File: config.mk
export PLATFORM = sky130hd
export DESIGN_NAME = bpa_ctrl
export DESIGN_NICKNAME = d
export VERILOG_FILES = /design/src/rtl/core/bpa_pkg.sv /design/src/rtl/core/bpa_ctrl.sv
export SDC_FILE = /design/constraint.sdc
export NUM_CORES = 1
export LEC_CHECK = 0
export ABC_CLOCK_PERIOD_IN_PS = 12060
export BUFFER_PORTS_ARGS = -buffer_cell sky130_fd_sc_hd__buf_2
export CELL_PAD_IN_SITES_DETAIL_PLACEMENT = 0
export CELL_PAD_IN_SITES_GLOBAL_PLACEMENT = 2
export CORE_MARGIN = 3
export CORE_UTILIZATION = 39
export CTS_CLUSTER_DIAMETER = 80
export CTS_CLUSTER_SIZE = 30
export DETAILED_ROUTE_END_ITERATION = 7
export GPL_TIMING_DRIVEN = 0
export PLACE_DENSITY_LB_ADDON = 0.1
export SYNTH_ARGS = -nofsm -noshare
export SYNTH_HDL_FRONTEND = slang
export SYNTH_SLANG_ARGS = --single-unit
File: constraint.sdc
create_clock -name aclk -period 12.06 [get_ports aclk]
set_input_delay 1.809 -clock aclk [delete_from_list [all_inputs] [get_ports aclk]]
set_output_delay 1.809 -clock aclk [all_outputs]
set_load 0.03 [all_outputs]
File: src/rtl/core/bpa_pkg.sv
`timescale 1ns / 1ps
`default_nettype none

package bpa_pkg;

    // field widths
    localparam int FUNC_W = 2;
    localparam int RANK_W = 5;
    localparam int PAGE_W = 10;
    localparam int STAT_W = 2;
    localparam int ANS_W  = 11;
    localparam int CFG_W  = 11;

    // request codes
    localparam logic [FUNC_W-1:0] FUNC_ALLOC     = 2'd0;
    localparam logic [FUNC_W-1:0] FUNC_FREE      = 2'd1;
    localparam logic [FUNC_W-1:0] FUNC_QRY_RANK  = 2'd2;
    localparam logic [FUNC_W-1:0] FUNC_QRY_COUNT = 2'd3;

    // status codes
    localparam logic [STAT_W-1:0] ST_OK       = 2'd0;
    localparam logic [STAT_W-1:0] ST_BAD      = 2'd1;
    localparam logic [STAT_W-1:0] ST_NO_SPACE = 2'd2;

    typedef struct packed {
        logic [FUNC_W-1:0] func;
        logic [RANK_W-1:0] rank;
        logic [PAGE_W-1:0] page_index;
    } bpa_req_t;

    typedef struct packed {
        logic [STAT_W-1:0] status;
        logic [PAGE_W-1:0] granted_page;
        logic [ANS_W-1:0]  answer;
    } bpa_rsp_t;

    // per-page metadata word
    typedef struct packed {
        logic              start;
        logic              used;
        logic [RANK_W-1:0] rank;
    } bpa_entry_t;

    // control from the configuration side to the sequencer
    typedef struct packed {
        logic              restart;
        logic [RANK_W-1:0] pool_rank;
    } bpa_cfg_t;

endpackage

`default_nettype wire

File: src/rtl/core/bpa_ctrl.sv
`timescale 1ns / 1ps
`default_nettype none

module bpa_ctrl
    import bpa_pkg::*;
#(
    parameter int POOL_PAGES = 1024,
    parameter int MAX_RANK   = 11
) (
    input  wire logic                          aclk,
    input  wire logic                          aresetn,
    input  wire bpa_cfg_t                      cfg,
    input  wire logic                          s_valid,
    output logic                               s_ready,
    input  wire bpa_req_t                      s_data,
    output logic                               m_valid,
    input  wire logic                          m_ready,
    output bpa_rsp_t                           m_data,
    output logic                               ram_wr_en,
    output logic [$clog2(POOL_PAGES)-1:0]      ram_wr_addr,
    output bpa_entry_t                         ram_wr_data,
    output logic [$clog2(POOL_PAGES)-1:0]      ram_rd_addr,
    input  wire bpa_entry_t                    ram_rd_data
);

    localparam int AW = $clog2(POOL_PAGES);
    localparam int XW = ((AW + 1 > MAX_RANK) ? AW + 1 : MAX_RANK) + 1;
    localparam int CW = $clog2(POOL_PAGES + 1);
    localparam int CI = $clog2(MAX_RANK + 1);
    localparam logic [XW-1:0]     NPAGES = XW'(POOL_PAGES);
    localparam logic [RANK_W-1:0] RMAX   = RANK_W'(MAX_RANK);

    typedef enum logic [3:0] {
        S_CLEAR, S_IDLE, S_ALLOC_RANK, S_ALLOC_SCAN, S_ALLOC_TAKE, S_ALLOC_SPLIT,
        S_FREE_RD, S_FREE_CHK, S_MERGE_TEST, S_MERGE_RD, S_MERGE_CHK,
        S_MERGE_LO, S_MERGE_CNT, S_QRY_RD, S_QRY_CHK, S_OUT
    } state_t;

    state_t            state_reg;
    bpa_req_t          req_reg;
    bpa_rsp_t          rsp_reg;
    logic              m_valid_reg;
    logic [XW-1:0]     clr_reg;
    logic [XW-1:0]     cur_reg;
    logic [XW-1:0]     bud_reg;
    logic [XW-1:0]     scan_reg;
    logic [XW-1:0]     prev_reg;
    logic              pend_reg;
    logic [RANK_W-1:0] r_reg;
    logic [RANK_W-1:0] found_reg;
    logic [RANK_W-1:0] jr_reg;
    logic [CW-1:0]     cnt_reg [MAX_RANK+1];

    logic [XW-1:0]     split_addr;
    logic [XW-1:0]     merge_bud;
    logic              scan_hit;
    logic              merge_hit;
    logic              req_rank_ok;

    function automatic logic [XW-1:0] span_of(input logic [RANK_W-1:0] r);
        span_of = XW'(1) << (r - RANK_W'(1));
    endfunction

    assign s_ready = (state_reg == S_IDLE);
    assign m_valid = m_valid_reg;
    assign m_data  = rsp_reg;

    assign split_addr  = cur_reg + span_of(jr_reg);
    assign merge_bud   = cur_reg ^ span_of(r_reg);
    assign req_rank_ok = (s_data.rank != '0) && (s_data.rank <= RMAX);
    assign scan_hit    = pend_reg && ram_rd_data.start && !ram_rd_data.used &&
                         (ram_rd_data.rank == found_reg);
    assign merge_hit   = ram_rd_data.start && !ram_rd_data.used &&
                         (ram_rd_data.rank == r_reg);

    // metadata ram port control
    always_comb begin
        ram_wr_en   = 1'b0;
        ram_wr_addr = cur_reg[AW-1:0];
        ram_wr_data = '0;
        ram_rd_addr = cur_reg[AW-1:0];
        case (state_reg)
            S_CLEAR: begin
                ram_wr_en   = 1'b1;
                ram_wr_addr = clr_reg[AW-1:0];
                if (clr_reg == '0 && cfg.pool_rank != '0) begin
                    ram_wr_data = '{start: 1'b1, used: 1'b0, rank: cfg.pool_rank};
                end
            end
            S_ALLOC_SCAN: begin
                ram_rd_addr = scan_reg[AW-1:0];
            end
            S_ALLOC_TAKE: begin
                ram_wr_en   = 1'b1;
                ram_wr_data = '{start: 1'b1, used: 1'b1, rank: req_reg.rank};
            end
            S_ALLOC_SPLIT: begin
                ram_wr_en   = (split_addr < NPAGES);
                ram_wr_addr = split_addr[AW-1:0];
                ram_wr_data = '{start: 1'b1, used: 1'b0, rank: jr_reg};
            end
            S_FREE_CHK: begin
                ram_wr_en   = ram_rd_data.start && ram_rd_data.used;
                ram_wr_data = '{start: 1'b1, used: 1'b0, rank: ram_rd_data.rank};
            end
            S_MERGE_RD: begin
                ram_rd_addr = bud_reg[AW-1:0];
            end
            S_MERGE_CHK: begin
                // the upper half of the pair stops being a block start
                ram_wr_en   = merge_hit;
                ram_wr_addr = (cur_reg < bud_reg) ? bud_reg[AW-1:0] : cur_reg[AW-1:0];
            end
            S_MERGE_LO: begin
                ram_wr_en   = 1'b1;
                ram_wr_data = '{start: 1'b1, used: 1'b0, rank: r_reg + RANK_W'(1)};
            end
            default: begin
            end
        endcase
    end

    // sequencer, free counts and result register
    always_ff @(posedge aclk) begin
        if (!aresetn) begin
            state_reg   <= S_CLEAR;
            clr_reg     <= '0;
            m_valid_reg <= 1'b0;
            pend_reg    <= 1'b0;
        end else if (cfg.restart) begin
            state_reg   <= S_CLEAR;
            clr_reg     <= '0;
            m_valid_reg <= 1'b0;
        end else begin
            case (state_reg)
                S_CLEAR: begin
                    for (int i = 0; i <= MAX_RANK; i++) begin
                        cnt_reg[i] <= (cfg.pool_rank == RANK_W'(i) && i != 0) ?
                                      CW'(1) : '0;
                    end
                    clr_reg <= clr_reg + XW'(1);
                    if (clr_reg == NPAGES - XW'(1)) begin
                        state_reg <= S_IDLE;
                    end
                end
                S_IDLE: begin
                    if (s_valid) begin
                        req_reg <= s_data;
                        r_reg   <= s_data.rank;
                        cur_reg <= XW'(s_data.page_index);
                        case (s_data.func)
                            FUNC_ALLOC: begin
                                if (req_rank_ok) begin
                                    rsp_reg   <= '0;
                                    state_reg <= S_ALLOC_RANK;
                                end else begin
                                    rsp_reg     <= '{status: ST_BAD, granted_page: '0,
                                                     answer: '0};
                                    m_valid_reg <= 1'b1;
                                    state_reg   <= S_OUT;
                                end
                            end
                            FUNC_FREE, FUNC_QRY_RANK: begin
                                if (XW'(s_data.page_index) < NPAGES) begin
                                    rsp_reg   <= '0;
                                    state_reg <= (s_data.func == FUNC_FREE) ?
                                                 S_FREE_RD : S_QRY_RD;
                                end else begin
                                    rsp_reg     <= '{status: ST_BAD, granted_page: '0,
                                                     answer: '0};
                                    m_valid_reg <= 1'b1;
                                    state_reg   <= S_OUT;
                                end
                            end
                            default: begin
                                if (req_rank_ok) begin
                                    rsp_reg <= '{status: ST_OK, granted_page: '0,
                                                 answer: ANS_W'(cnt_reg[s_data.rank[CI-1:0]])};
                                end else begin
                                    rsp_reg <= '{status: ST_BAD, granted_page: '0,
                                                 answer: '0};
                                end
                                m_valid_reg <= 1'b1;
                                state_reg   <= S_OUT;
                            end
                        endcase
                    end
                end
                // smallest rank at or above the request with a free block
                S_ALLOC_RANK: begin
                    if (cnt_reg[r_reg[CI-1:0]] != '0) begin
                        found_reg <= r_reg;
                        scan_reg  <= '0;
                        pend_reg  <= 1'b0;
                        state_reg <= S_ALLOC_SCAN;
                    end else if (r_reg == RMAX) begin
                        rsp_reg.status <= ST_NO_SPACE;
                        m_valid_reg    <= 1'b1;
                        state_reg      <= S_OUT;
                    end else begin
                        r_reg <= r_reg + RANK_W'(1);
                    end
                end
                // walk aligned starts of that rank, one read in flight
                S_ALLOC_SCAN: begin
                    if (scan_hit) begin
                        cur_reg   <= prev_reg;
                        state_reg <= S_ALLOC_TAKE;
                    end else if (scan_reg < NPAGES) begin
                        prev_reg <= scan_reg;
                        scan_reg <= scan_reg + span_of(found_reg);
                        pend_reg <= 1'b1;
                    end else begin
                        rsp_reg.status <= ST_NO_SPACE;
                        m_valid_reg    <= 1'b1;
                        state_reg      <= S_OUT;
                    end
                end
                S_ALLOC_TAKE: begin
                    cnt_reg[found_reg[CI-1:0]] <= cnt_reg[found_reg[CI-1:0]] - CW'(1);
                    jr_reg <= req_reg.rank;
                    if (req_reg.rank == found_reg) begin
                        rsp_reg.status       <= ST_OK;
                        rsp_reg.granted_page <= PAGE_W'(cur_reg);
                        m_valid_reg          <= 1'b1;
                        state_reg            <= S_OUT;
                    end else begin
                        state_reg <= S_ALLOC_SPLIT;
                    end
                end
                // free buddies of ascending rank above the granted block
                S_ALLOC_SPLIT: begin
                    if (split_addr < NPAGES) begin
                        cnt_reg[jr_reg[CI-1:0]] <= cnt_reg[jr_reg[CI-1:0]] + CW'(1);
                    end
                    jr_reg <= jr_reg + RANK_W'(1);
                    if (jr_reg + RANK_W'(1) == found_reg) begin
                        rsp_reg.status       <= ST_OK;
                        rsp_reg.granted_page <= PAGE_W'(cur_reg);
                        m_valid_reg          <= 1'b1;
                        state_reg            <= S_OUT;
                    end
                end
                S_FREE_RD: begin
                    state_reg <= S_FREE_CHK;
                end
                S_FREE_CHK: begin
                    if (!(ram_rd_data.start && ram_rd_data.used)) begin
                        rsp_reg.status <= ST_BAD;
                        m_valid_reg    <= 1'b1;
                        state_reg      <= S_OUT;
                    end else if (ram_rd_data.rank == '0 || ram_rd_data.rank > RMAX) begin
                        rsp_reg.status <= ST_OK;
                        m_valid_reg    <= 1'b1;
                        state_reg      <= S_OUT;
                    end else begin
                        r_reg <= ram_rd_data.rank;
                        cnt_reg[ram_rd_data.rank[CI-1:0]] <=
                            cnt_reg[ram_rd_data.rank[CI-1:0]] + CW'(1);
                        state_reg <= S_MERGE_TEST;
                    end
                end
                // merge chain, one level per pass
                S_MERGE_TEST: begin
                    if (r_reg >= RMAX || merge_bud >= NPAGES) begin
                        rsp_reg.status <= ST_OK;
                        m_valid_reg    <= 1'b1;
                        state_reg      <= S_OUT;
                    end else begin
                        bud_reg   <= merge_bud;
                        state_reg <= S_MERGE_RD;
                    end
                end
                S_MERGE_RD: begin
                    state_reg <= S_MERGE_CHK;
                end
                S_MERGE_CHK: begin
                    if (merge_hit) begin
                        cur_reg   <= (cur_reg < bud_reg) ? cur_reg : bud_reg;
                        state_reg <= S_MERGE_LO;
                    end else begin
                        rsp_reg.status <= ST_OK;
                        m_valid_reg    <= 1'b1;
                        state_reg      <= S_OUT;
                    end
                end
                S_MERGE_LO: begin
                    cnt_reg[r_reg[CI-1:0]] <= cnt_reg[r_reg[CI-1:0]] - CW'(2);
                    state_reg <= S_MERGE_CNT;
                end
                S_MERGE_CNT: begin
                    cnt_reg[CI'(r_reg + RANK_W'(1))] <=
                        cnt_reg[CI'(r_reg + RANK_W'(1))] + CW'(1);
                    r_reg     <= r_reg + RANK_W'(1);
                    state_reg <= S_MERGE_TEST;
                end
                S_QRY_RD: begin
                    state_reg <= S_QRY_CHK;
                end
                S_QRY_CHK: begin
                    if (ram_rd_data.start) begin
                        rsp_reg.status <= ST_OK;
                        rsp_reg.answer <= ANS_W'(ram_rd_data.rank);
                    end else begin
                        rsp_reg.status <= ST_BAD;
                    end
                    m_valid_reg <= 1'b1;
                    state_reg   <= S_OUT;
                end
                S_OUT: begin
                    if (m_ready) begin
                        m_valid_reg <= 1'b0;
                        state_reg   <= S_IDLE;
                    end
                end
                default: begin
                    state_reg <= S_IDLE;
                end
            endcase
        end
    end

`ifndef SYNTHESIS
    // a result is only ever shown from the output state
    assert property (@(posedge aclk) disable iff (!aresetn)
        m_valid_reg |-> (state_reg == S_OUT))
        else $error("result valid outside output state");

    // splitting never reaches the rank that was found
    assert property (@(posedge aclk) disable iff (!aresetn)
        (state_reg == S_ALLOC_SPLIT) |-> (jr_reg < found_reg))
        else $error("split rank overran found rank");

    // an accepted beat closes the input until its result is taken
    assert property (@(posedge aclk) disable iff (!aresetn)
        (s_valid && s_ready && !cfg.restart) |=> !s_ready)
        else $error("input ready after accept");

    // merging only continues below the top rank
    assert property (@(posedge aclk) disable iff (!aresetn)
        (state_reg == S_MERGE_RD) |-> (r_reg < RMAX))
        else $error("merge beyond top rank");
`endif

endmodule

`default_nettype wire

# Yosys cells after proc, flatten, opt, wreduce, memory -nomap -nowiden
# Memories as Yosys holds them, arrays and structs flattened. A register that Yosys moved wholly into a read port is not among the register bits.
# Cells that the tools add are included.
# Widths: inputs -> output; s select.
[word_totals]
ramBits = 132
in_bits = 34
memories = 1
regBits = 109
[memory_table]
columns = ["name", "depth", "width", "rd", "rd_ports_with_merged_regs", "write_ports", "line", "source"]
rows = [
  ["cnt_reg", 12, 11, 6, 3, 12, "bpa_ctrl.sv:52", "logic [CW-1:0] cnt_reg [MAX_RANK+1];"],
]
[op_classes]
addsub = 13
bitwise_logic = 5
order_cmp = 7
n_mux = 133
n_eq_ne = 59
n_reduce_logical = 48
shifts = 3
[ops]
columns = ["op", "n"]
rows = [
  ["$mux 12", 9],
  ["$mux 4", 19],
  ["$mux 11", 6],
  ["$pmux 4 s16", 1],
  ["$mux 1", 60],
  ["$pmux 10 s3", 2],
  ["$reduce_or 11->1", 5],
  ["$pmux 23 s2", 1],
  ["$mux 22", 2],
  ["$ne 2x2->1 const B", 21],
  ["$pmux 12 s3", 1],
  ["$shl 1x5->12 const A", 3],
  ["$pmux 7 s5", 1],
  ["$add 11x1->11 const B", 3],
  ["$eq 4x4->1 const B", 8],
  ["$eq 5x4->1 const B", 5],
  ["$mux 5", 5],
  ["$add 12x12->12", 2],
  ["$lt 12x11->1 const B", 2],
  ["$pmux 12 s2", 1],
  ["$mux 23", 1],
  ["$pmux 11 s2", 1],
  ["$eq 5x3->1 const B", 4],
  ["$eq 5x5->1", 4],
  ["57 further kinds", 101],
]

# Depth between registers and ports, before layout
[logic_depth]
ltp_word = 14
mapped_depth = 20
depth_no_buf = 17

# Least setup slack after synthesis
# No wires, ideal clock.
[synth_path]
path_kind = "register -> output"
from = "reg jr_reg[0]"
to = "out ram_wr_addr[9]"
t_required_ns = 10.251
path_stages_with_launch = 18
setup_slack_ns = 6.060
path_buffers = 1
t_arrival_ns = 4.191
path_cell_list = "edfxtp_1 clkbuf_1 inv_1 ha_1 or4_1 a21oi_1 and2_1 ha_1 a211oi_1 o21bai_1 a21oi_1 o21bai_1 a211o_1 a31oi_1 xnor2_1 a221oi_1 a21oi_1 a2bb2oi_1"
[synth_between]
elab_chain_len = 4
[synth_lines]
columns = ["item", "line", "source"]
rows = [
  ["start: declaration", "bpa_ctrl.sv:51", "logic [RANK_W-1:0] jr_reg;"],
  ["start signal: assignment", "bpa_ctrl.sv:221", "jr_reg <= req_reg.rank;"],
  ["start signal: assignment", "bpa_ctrl.sv:236", "jr_reg <= jr_reg + RANK_W'(1);"],
  ["$sub 5x1->5", "bpa_ctrl.sv:61", "span_of = XW'(1) << (r - RANK_W'(1));"],
  ["$shl 1x5->12", "bpa_ctrl.sv:61", ""],
  ["$add 12x12->12", "bpa_ctrl.sv:68", "assign split_addr = cur_reg + span_of(jr_reg);"],
  ["$pmux 10 s3", "bpa_ctrl.sv:82", "case (state_reg)"],
  ["end: declaration", "bpa_ctrl.sv:20", "output logic [$clog2(POOL_PAGES)-1:0] ram_wr_addr,"],
]
# Every way passes these cells.

==> impl_results.md <==
- Run status: complete, no violations
- Worst EP arrival: 8.35 ns
- Hold buffer count at CTS: 0
- Clock tree buffer depth: 3
- CTS buffer count: 25
- Total negative slack: 0 ns
- Top post-synthesis cells by area: edfxtp_1, mux4_2, nor2_1
- Total grt overflow: 0
- Register bit total from synthesis: 297
- Worst path max stage delay: 0.99 ns
- Clock root cell: clkbuf_16
- Clock Skew: 0.04179 ns
- Yosys cell types: 71
- GPL Wtd Cong: 0.9908
- Unrepaired setup endpoints after global routing: no
- CP bufs+invs: 9
- Mapped Cells: 2016
- Clk Latency, worst-skew pair: 0.62 ns
- Synth top area share: 0.3401
- Post-synth net total: 2106
- Syn-to-layout area delta: 10.31%
- Number of synthesized flops with an enable pin: 267
- CP max FO: 11
- Full die area: 63440 um^2
- # nets final: 2227
- Overall routing resource usage: 0.3220
- Crit end category: register
- Max_slew headroom: 0.1011
- DRT Pass-1 Iters: 6
- Largest net degree at the start of global routing: 28
- IO Port Bufs: 83
- Largest area contributor in the synthesized netlist: edfxtp_1
- Die W: 251.9 um
- Worst Setup Slack post-DPL: 3.703 ns
- Most used cell, CP: buf_2
- Fin. max-slew vios: 0
- WL per Instance: 35.25 um
- LEAKAGE: 9.023 nW
- Finish-stage setup viols: 0
- Drt drc: 0
- Layout cell share with drive strength beyond 1: 0.2279
- Final hold vios: 0
- CTS sink count: 297
- Max Freq: 120.8 MHz
- FF-to-FF setup slack: 3.78 ns
- CP Cell Sequence: buf_2 -> buf_2 -> buf_2 -> inv_1 -> ha_1 -> buf_2 -> clkbuf_1 -> buf_2 -> clkbuf_1 -> a222oi_1 -> o21ai_1 -> or3_1 -> clkbuf_1 -> nand2_1
- Dpl hpwl: 78450 um
- Required @ worst endpoint: 12.13 ns
- First-pass GRT wire length: 143900 um
- Post-DRT Antenna Nets: 0
- DRT iter0 DRCs: 2507
- Worst min-delay path class: register to register
- Synth Flop Type: edfxtp_1
- Maximum resistive drop on vdd: 0.0001041 V
- Setup CP Type: register to register
- Vias: 19.48k
- Max reg flops: 176
- H-Tree Depth: 1
- CP top delay family: buffers and inverters
- Synth async-reset ratio: 0
- Avg Inst Size Synth: 11.70 um^2
- Starting density of the core: 0.3965
- Crit start category: register
- Yosys warnings: 0
- Die height: 251.9 um
- Worst Max-Slew Pin Slew: 1.348 ns
- # Post-CTS Setup Buffers: 0
- Max Cap Viol: 0
- CP max-delay cell: nand2_1
- Sequential area share after synthesis: 0.3655
- PnR worst setup slack: 3.781 ns
- Clock slew at reported path FFs: 0.08 ns
- Vias in the first global route: 19.10k
- Clock tree from TritonCTS: yes
- Row cnt: 89
- Syn Std Cell Area: 23580 um^2
- Post-layout min period: 8.279 ns
- Core box area: 59460 um^2
- # resized after CTS: 0
- Initial antenna violation count: 0
- Final Cycle Share: 0.6864
- Vias per cell: 6.649
- IO Count: 87
- PwrDens: 86.87 nW/um^2
- Drt total wl: 103200 um
[cell type report]
class	instances	area [um^2]
tap	773	967.2
sequential	297	8618
clock buffer	26	629.4
buffer	159	658.1
clock inverter	18	234.0
inverter	57	214.0
fill	5697	33460
antenna	2	5.005
timing repair buffer	94	531.8
multi-input combinational	1503	14150
[final timing paths]
kind	start	endpoint	cells past startpoint
hold / removal	r_reg[4]	found_reg[4]	0
hold reg to reg	r_reg[4]	found_reg[4]	0
setup reg to reg	r_reg[0]	cnt_reg[5][0]	14
setup / recovery	r_reg[0]	cnt_reg[5][0]	14
[report_power, final]
group / internal (mW) / switching [mW]
clock network: 0.413 / 0.475
registers: 1.13 / 0.0252
logic: 0.0877 / 0.131
total: 1.63 / 0.631
[logic make-up (layout without fill, tap and decap cells)]
logic type	after synthesis	in the layout	synth area share
AO/OA/AOI/OAI	345	345	0.09855
XOR/XNOR	110	110	0.04118
adder cells (fa/ha/maj)	56	56	0.03035
buffers and inverters	216	354	0.03699
flip-flops	297	297	0.3655
multiplexers	348	348	0.2988
other	0	2	0
AND/OR/NAND/NOR	644	644	0.1286
[routing by layer]
metal,vias up,track usage,routed length (um)
met5,-,0,0
met4,0,0.1717,6837
met3,250,0.05742,8401
met2,1144,0.5458,50040
met1,9914,0.3941,37960
li1,8167,-,-
[Yosys cell counts (all sizes together) (44+ instances only)]
| cell type | instances |
|---|---|
| o21ai | 82 |
| ha | 54 |
| inv | 57 |
| buf | 48 |
| xor2 | 44 |
| edfxtp | 267 |
| a21oi | 74 |
| nand2 | 125 |
| nor3 | 52 |
| xnor2 | 66 |
| clkbuf | 111 |
| nand3 | 52 |
| mux4 | 280 |
| mux2i | 46 |
| nor2 | 251 |
[worst register-to-register path, delay by kind of cell, from the launching register on]
kind / cells / cell delay, ns
AOI/OAI and AO/OA: 2 / 0.75
adders and majority gates: 1 / 0.42
buffers and inverters: 9 / 4.85
DFF: 1 / 0.42
and+or+nand+nor: 2 / 1.30
[stage by stage]
stage	power, mW	util	std cells	hold slack, ns	area, um^2
2_1_floorplan	1.297	-	2016	0.4244	23580
3_3_place_gp	1.389	0.4197	2872	0.4294	24960
3_5_place_dp	1.390	0.4227	2883	0.4396	25130
4_1_cts	2.272	0.4372	2927	0.4534	26000
5_1_grt	2.323	0.4373	2927	0.4710	26000
6_report	2.259	0.4374	2929	0.4572	26010
[cells in the final DEF, fill, tap and decap left out, drive strengths merged, types with 66 or more instances in the layout]
master  instances
xnor2          66
nor2          251
clkbuf        137
nand2         125
inv            67
a21oi          74
mux4          280
edfxtp        267
o21ai          82
buf           142
Power figures use the tool's default switching activity.
